File: src/hw/rtl/ascc_pkg.sv
// Shared constants and helpers for the adjacent-step sequence counter.
// No dependencies; imported by every module of the block.
package ascc_pkg;

    localparam int VALUE_SLOTS = 128;
    localparam int IDX_W       = $clog2(VALUE_SLOTS);
    localparam int CNT_W       = $clog2(VALUE_SLOTS + 1);
    localparam int VALUE_W     = 8;
    localparam int COUNT_W     = 30;

    localparam logic [COUNT_W-1:0] COUNT_MOD = COUNT_W'(1000000007);

    typedef logic [COUNT_W-1:0] count_t;

    // Modular add of two counts that are both already reduced.
    function automatic count_t mod_add(input count_t a, input count_t b);
        logic [COUNT_W:0] t;
        t = {1'b0, a} + {1'b0, b};
        if (t >= {1'b0, COUNT_MOD})
        begin
            t = t - {1'b0, COUNT_MOD};
        end
        return t[COUNT_W-1:0];
    endfunction

endpackage

File: src/hw/rtl/ascc_mod_sum3.sv
// Three-input modular adder for the neighbour window of the row sweep.
// Depends on ascc_pkg for the count width and modulus.
module ascc_mod_sum3
    import ascc_pkg::*;
(
    input  count_t a,
    input  count_t b,
    input  count_t c,
    output count_t y
);

    localparam logic [COUNT_W+1:0] MOD1 = {2'b00, COUNT_MOD};
    localparam logic [COUNT_W+1:0] MOD2 = {1'b0, COUNT_MOD, 1'b0};

    logic [COUNT_W+1:0] sum;

    // Each operand is below the modulus, so the raw sum is below three times it.
    always_comb
    begin
        sum = {2'b00, a} + {2'b00, b} + {2'b00, c};
        if (sum >= MOD2)
        begin
            y = COUNT_W'(sum - MOD2);
        end
        else if (sum >= MOD1)
        begin
            y = COUNT_W'(sum - MOD1);
        end
        else
        begin
            y = sum[COUNT_W-1:0];
        end
    end

endmodule

File: src/hw/rtl/adjacent_step_sequence_counter_core.sv
// Adjacent-step sequence counter. The per-value counts live in one memory; the first word
// of an array writes them directly, later words rewrite them one entry per cycle through
// a read, window-add, write-back pipeline. After a last word the block emits the total.
// One word is in work at a time; a finished total waits in the output register.
// Reset clears control, sets max_value to 128; the count memory is not cleared, and
// entries beyond the last written extent read as zero.
module adjacent_step_sequence_counter_core
    import ascc_pkg::*;
(
    input  logic               clk,
    input  logic               rst_n,
    input  logic               cfg_wr_en,
    input  logic [VALUE_W-1:0] cfg_wr_data,
    input  logic               in_valid,
    output logic               in_stall,
    input  logic [VALUE_W-1:0] element_value,
    input  logic               is_last,
    output logic               out_valid,
    input  logic               out_stall,
    output logic [COUNT_W-1:0] sequence_count
);

    localparam logic [2:0] ST_IDLE  = 3'd0;
    localparam logic [2:0] ST_INIT  = 3'd1;
    localparam logic [2:0] ST_SWEEP = 3'd2;
    localparam logic [2:0] ST_DRAIN = 3'd3;
    localparam logic [2:0] ST_EMIT  = 3'd4;

    logic [2:0]         state_reg, state_next;
    logic [VALUE_W-1:0] max_value_reg;
    logic               first_reg, first_next;
    logic [VALUE_W-1:0] value_reg, value_next;
    logic               last_reg, last_next;
    logic [CNT_W-1:0]   max_reg, max_next;
    logic [CNT_W-1:0]   hi_reg, hi_next;
    logic [CNT_W-1:0]   step_reg, step_next;
    logic [CNT_W-1:0]   eff_max;

    logic               rd_live_reg, rd_live_next;
    logic               rd_sel_reg, rd_sel_next;
    logic [CNT_W-1:0]   rd_idx_reg, rd_idx_next;
    logic               rd_en;
    logic [IDX_W-1:0]   rd_addr;

    count_t             mem [VALUE_SLOTS];
    count_t             mem_q;
    count_t             n0_reg, n0_next;
    count_t             n1_reg, n1_next;
    count_t             cur;
    count_t             win_sum;

    logic               wr_en_reg, wr_en_next;
    logic [IDX_W-1:0]   wr_addr_reg, wr_addr_next;
    count_t             wr_data_reg, wr_data_next;
    count_t             acc_reg, acc_next;

    logic               out_valid_reg, out_valid_next;
    count_t             out_data_reg, out_data_next;
    logic               in_take;
    logic               out_free;

    assign in_stall       = (state_reg != ST_IDLE);
    assign out_valid      = out_valid_reg;
    assign sequence_count = out_data_reg;
    assign in_take        = in_valid && !in_stall;
    assign out_free       = !out_valid_reg || !out_stall;

    always_comb
    begin
        if (32'(max_value_reg) > VALUE_SLOTS)
        begin
            eff_max = CNT_W'(VALUE_SLOTS);
        end
        else
        begin
            eff_max = CNT_W'(max_value_reg);
        end
    end

    // Count memory: one write port from the write-back register, one registered read.
    always_ff @(posedge clk)
    begin
        if (wr_en_reg)
        begin
            mem[wr_addr_reg] <= wr_data_reg;
        end
        if (rd_en)
        begin
            mem_q <= mem[rd_addr];
        end
    end

    assign cur = rd_sel_reg ? mem_q : '0;

    ascc_mod_sum3 u_sum3
    (
        .a (n0_reg),
        .b (n1_reg),
        .c (cur),
        .y (win_sum)
    );

    always_comb
    begin
        state_next     = state_reg;
        first_next     = first_reg;
        value_next     = value_reg;
        last_next      = last_reg;
        max_next       = max_reg;
        hi_next        = hi_reg;
        step_next      = step_reg;
        rd_live_next   = 1'b0;
        rd_sel_next    = 1'b0;
        rd_idx_next    = step_reg;
        rd_en          = 1'b0;
        rd_addr        = step_reg[IDX_W-1:0];
        n0_next        = n0_reg;
        n1_next        = n1_reg;
        wr_en_next     = 1'b0;
        wr_addr_next   = wr_addr_reg;
        wr_data_next   = wr_data_reg;
        acc_next       = acc_reg;
        out_valid_next = out_valid_reg && out_stall;
        out_data_next  = out_data_reg;

        if (wr_en_reg)
        begin
            acc_next = mod_add(acc_reg, wr_data_reg);
        end

        // Window stage: the count of entry k arrives, so the new count of entry k-1 is known.
        if (rd_live_reg)
        begin
            if (rd_idx_reg == '0)
            begin
                n0_next = '0;
            end
            else
            begin
                n0_next      = n1_reg;
                wr_en_next   = 1'b1;
                wr_addr_next = IDX_W'(rd_idx_reg - CNT_W'(1));
                if (value_reg == '0 || 32'(value_reg) == 32'(rd_idx_reg))
                begin
                    wr_data_next = win_sum;
                end
                else
                begin
                    wr_data_next = '0;
                end
            end
            n1_next = cur;
        end

        unique case (state_reg)
            ST_IDLE:
            begin
                if (in_take)
                begin
                    value_next = element_value;
                    last_next  = is_last;
                    max_next   = eff_max;
                    step_next  = '0;
                    acc_next   = '0;
                    state_next = first_reg ? ST_INIT : ST_SWEEP;
                end
            end
            ST_INIT:
            begin
                if (step_reg == max_reg)
                begin
                    state_next = ST_DRAIN;
                end
                else
                begin
                    wr_en_next   = 1'b1;
                    wr_addr_next = step_reg[IDX_W-1:0];
                    if (value_reg == '0 || 32'(value_reg) == 32'(step_reg) + 1)
                    begin
                        wr_data_next = COUNT_W'(1);
                    end
                    else
                    begin
                        wr_data_next = '0;
                    end
                    step_next = step_reg + CNT_W'(1);
                end
            end
            ST_SWEEP:
            begin
                // One step past the maximum feeds a zero into the window for the top entry.
                rd_live_next = 1'b1;
                rd_sel_next  = (step_reg < max_reg) && (step_reg < hi_reg);
                rd_en        = rd_sel_next;
                if (step_reg == max_reg)
                begin
                    state_next = ST_DRAIN;
                end
                else
                begin
                    step_next = step_reg + CNT_W'(1);
                end
            end
            ST_DRAIN:
            begin
                if (!rd_live_reg && !wr_en_reg)
                begin
                    hi_next    = max_reg;
                    first_next = 1'b0;
                    state_next = last_reg ? ST_EMIT : ST_IDLE;
                end
            end
            ST_EMIT:
            begin
                if (out_free)
                begin
                    out_valid_next = 1'b1;
                    out_data_next  = acc_reg;
                    first_next     = 1'b1;
                    state_next     = ST_IDLE;
                end
            end
            default:
            begin
                state_next = ST_IDLE;
            end
        endcase
    end

    always_ff @(posedge clk or negedge rst_n)
    begin
        if (!rst_n)
        begin
            state_reg     <= ST_IDLE;
            max_value_reg <= VALUE_W'(128);
            first_reg     <= 1'b1;
            hi_reg        <= '0;
            step_reg      <= '0;
            rd_live_reg   <= 1'b0;
            rd_sel_reg    <= 1'b0;
            wr_en_reg     <= 1'b0;
            out_valid_reg <= 1'b0;
            n0_reg        <= '0;
            n1_reg        <= '0;
            acc_reg       <= '0;
        end
        else
        begin
            state_reg     <= state_next;
            if (cfg_wr_en)
            begin
                max_value_reg <= cfg_wr_data;
            end
            first_reg     <= first_next;
            hi_reg        <= hi_next;
            step_reg      <= step_next;
            rd_live_reg   <= rd_live_next;
            rd_sel_reg    <= rd_sel_next;
            wr_en_reg     <= wr_en_next;
            out_valid_reg <= out_valid_next;
            n0_reg        <= n0_next;
            n1_reg        <= n1_next;
            acc_reg       <= acc_next;
        end
    end

    always_ff @(posedge clk)
    begin
        value_reg    <= value_next;
        last_reg     <= last_next;
        max_reg      <= max_next;
        rd_idx_reg   <= rd_idx_next;
        wr_addr_reg  <= wr_addr_next;
        wr_data_reg  <= wr_data_next;
        out_data_reg <= out_data_next;
    end

endmodule

File: config.mk
export PLATFORM = sky130hd
export DESIGN_NAME = adjacent_step_sequence_counter_core
export DESIGN_NICKNAME = d
export VERILOG_FILES = /design/src/hw/rtl/ascc_pkg.sv /design/src/hw/rtl/ascc_mod_sum3.sv /design/src/hw/rtl/adjacent_step_sequence_counter_core.sv
export SDC_FILE = /design/constraint.sdc
export NUM_CORES = 2
export LEC_CHECK = 0
export BUFFER_PORTS_ARGS = -buffer_cell sky130_fd_sc_hd__buf_4
export CAP_MARGIN = 25
export CORE_ASPECT_RATIO = 0.7
export CORE_UTILIZATION = 40
export DETAILED_ROUTE_END_ITERATION = 12
export PLACE_DENSITY_LB_ADDON = 0.05
export SETUP_SLACK_MARGIN = 0.05
export SLEW_MARGIN = 10
export SYNTH_ARGS = -nofsm -noshare
export SYNTH_HDL_FRONTEND = slang
export SYNTH_SLANG_ARGS = --single-unit
File: constraint.sdc
create_clock -name clk -period 7.36 [get_ports clk]
set_input_delay 0 -clock clk [delete_from_list [all_inputs] [get_ports clk]]
set_output_delay 0 -clock clk [all_outputs]
set_load 0.02 [all_outputs]
==> impl_results.md <==
- Drt first-iter violations: slightly above 10000
- Clock skew: ~0.062 ns
- LEAKAGE: approximately 58 nW
- Mux share of post-synthesis cell area: 0.178
- Wire per inst: between 30 and 40 um
- Max Slew Vio Count: 0
- Initial Util: 0.402
- Max Fanout on Critical Path: 16
- Worst Slack Setup Final: between 0.8 and 0.9 ns
- Core Area: about 400000 um2
- Clock power frac: 0.329
- Predominant post-synthesis flop cell: edfxtp_1
- I/O pin count: 54
- Detail-routed via count per cell: slightly below 6
- Least-Margin Pin Slew: around 1.1 ns
- Tot Pwr: 62.4 mW
- Logic pwr share: 0.244
- DP HPWL: between 200000 and 300000 um
- Post CTS Setup Buffer Count: 0
- Failing checks: design-rule violations
- Fin Hold WS: around 0.18 ns
- Worst Hold Depth: 5
- Cell Pwr Density: 337 nW/um2
- DIE AREA: about 400000 um2
- Vias in the first global route: between 80000 and 90000
- Cell variety after synth: 89
- Largest family of logic cells by synthesized area: multiplexers
- First-pass GRT wire length: roughly 690000 um
- Root Driver: clkbuf_16
- CTS Buf Count: between 400 and 500
- Biggest register: mem
- Seq pwr share: 0.426
- Post-layout min period: 6.55 ns
- CTS tree: built
- Leading area contributor after synthesis: edfxtp_1
- Clock Path Buffers: 4
- Syn_area_per_cell: ~22 um2
- Sw Ratio: 0.304
- Synth Area in XOR/XNOR: 0.00665
- Final period util: 0.890
- Hold crit path type: in -> reg
- Residual DRC: 24
- Synth Instances: roughly 7400
- Syn. warnings: 0
- Initial antenna violation count: between 70 and 80
- Layout area overhead: 14.3%
- DP Worst Slack: ~1.1 ns
- Crit path capture type: register
- Die width: between 700 and 800 um
- Worst-path clk slew: 0.06 ns
- Post-layout util: 0.460
- RSZ-0062 raised after global routing: no
- EDFF count, synth: ~3900
- Final hold violations: 0
- Most frequent cell after synthesis: edfxtp_1
- Drt pass-1 iters: 12
- Critical path type: reg -> reg
- WP data arrival: around 7.4 ns
- Reg2Reg Setup Slack: about 0.8 ns
- Sequential-to-total area share from yosys stat: 0.750
- Max Cap Viol: 0
- Post-Synth Adder-Cell Area: 0.0102
- Final setup violation count: 0
- Async S/R FF share, synth: 0.0299
- Total Routing Usage GR: 0.245
- Status: complete, but fails checks
- Vias: ~80000
- ANT nets after route: 0
- Die Height: approximately 530 um
- Gpl congestion: around 0.85
- Net switching power: 19.0 mW
- Compound-Gate Fraction of Synth Area: 0.0227
- Nets: between 7000 and 8000
- Clock Latency Late Sink: 1.03 ns
- VDD IR max: around 300 uV
- Post-synth top cells: edfxtp_1, mux4_2, clkbuf_1
- Area share of the largest cell type after synthesis: 0.726
- Worst Setup Start Kind: register
- Max reg flops: around 3800
- Internal cell power: ~43 mW
- Yosys reg bits: approximately 4100
- Rows: about 200
- Final TNS setup: 0 ns
- # port buffers: 53
- Post-Synth Simple-Gate Area: 0.0214
- Fmax: ~150 MHz
- Share of cells above drive strength 1: 0.297
- CTS sink count: 4084
- Total gr overflow: 0
- R2r worst-path depth: 17
- Synthesized cell area: 162000 um2
- Synth Net Count: about 7500
- Critical Path RT: about 8.2 ns
- Final wirelength: ~500000 um
- H-tree levels: 5
- Rel. slew slack: 0.238
- Synth top area cells: edfxtp_1, mux4_2, dfrtp_1, ha_1, clkbuf_1
- Largest net degree at the start of global routing: between 100 and 150
==> kinds of logic after synthesis <==
family,after synthesis
buffers and inverters,443
and+or+nand+nor,747
DFF,4084
xor gates and xnor gates,123
adders and majority gates,113
muxes,1322
AOI/OAI and AO/OA,575
==> area by class of cell <==
cell class              instances  area, um2
fillers                     33700     218000
flip-flops and latches       4084     122000
multi-input cells            2880      39700
clock buffers                 500      10800
well taps                    5417       6780
repair buffers                404       3800
clock inverters               253       2120
inverters                      52        203
diodes                         15       37.5
==> worst max-delay path: stages (launching register included) <==
cell and delay, ns:
dfrtp_1 0.74, and2_1 0.25, fa_1 0.42, ha_1 0.56, nand2_1 0.22, o21bai_1 0.26
a2111oi_0 0.76, o21ai_0 0.35, a211oi_1 0.35, a211oi_1 0.15, a2111oi_0 0.67, a211oi_1 0.14
or2_1 0.51, buf_4 0.32, a221o_1 0.27, a21oi_1 0.17, xnor2_1 0.14, o21ai_1 0.07
==> metrics by stage <==
stage / std cells / cell area [um2]
after global placement: 12800 / 171000
final: 13600 / 185000
after global routing: 13600 / 185000
after floorplan: 7407 / 162000
after detailed placement: 12800 / 172000
after CTS: 13600 / 185000
==> what timing repair did <==
| item | 4_1_cts | 5_1_grt |
|---|---|---|
| endpoints found under the setup margin | 0 | 0 |
| resized for setup | 0 | 0 |
| hold buffers | 49 | 1 |
| hold endpoints to repair | 159 | 6 |
==> worst paths after layout <==
kind,startpoint,end
min in group asynchronous,rst_n,acc_reg[19]
max in group asynchronous,rst_n,n1_reg[2]
min reg2reg,hi_reg[5],hi_reg[5]
min,in_valid,state_reg[2]
max reg2reg,rd_sel_reg,wr_data_reg[15]
max,rd_sel_reg,wr_data_reg[15]
==> cells in the final DEF, fill, tap and decap left out, types with 29 or more instances in the layout <==
| cell type | synthesis | routed |
|---|---|---|
| edfxtp_1 | 3917 | 3917 |
| mux4_2 | 1242 | 1242 |
| clkbuf_16 | 0 | 419 |
| buf_4 | 1 | 304 |
| nand2_1 | 233 | 227 |
| o21ai_0 | 160 | 160 |
| a21oi_1 | 142 | 141 |
| nor2_4 | 0 | 124 |
| clkinv_1 | 0 | 119 |
| dfrtp_1 | 120 | 112 |
| nor2_1 | 224 | 99 |
| xnor2_1 | 82 | 82 |
| ha_1 | 81 | 81 |
| clkbuf_1 | 255 | 76 |
| clkinv_2 | 0 | 70 |
| mux2_2 | 58 | 58 |
| inv_1 | 52 | 50 |
| nand3_1 | 52 | 50 |
| dlygate4sd3_1 | 0 | 49 |
| and2_1 | 43 | 43 |
| buf_12 | 0 | 42 |
| xor2_1 | 41 | 41 |
| nor3_1 | 43 | 39 |
| a21o_1 | 39 | 39 |
| a22o_1 | 32 | 32 |
| fa_1 | 32 | 32 |
| dfxtp_4 | 0 | 30 |
| nor2b_1 | 29 | 29 |
==> metal layers <==
| metal | global-route usage | wire length [um] | part of all wire | vias up |
|---|---|---|---|---|
| met4 | 0.0469 | 9740 | 0.019 | 12 |
| li1 | - | - | - | 32200 |
| met5 | 0 | 80 | 0.00016 | - |
| met3 | 0.0430 | 37300 | 0.074 | 549 |
| met2 | 0.356 | 219000 | 0.44 | 2979 |
| met1 | 0.390 | 237000 | 0.47 | 44800 |
==> power groups by stage <==
stage	combinational [mW]	sequential, mW	clock, mW
6_report	15.2	26.6	20.6
5_1_grt	16.3	26.7	21.9
4_1_cts	15.4	26.6	21.0
3_5_place_dp	15.3	27.1	0
3_3_place_gp	15.3	27.2	0
2_1_floorplan	10.1	26.8	0
(Power assumes the default switching activity.)
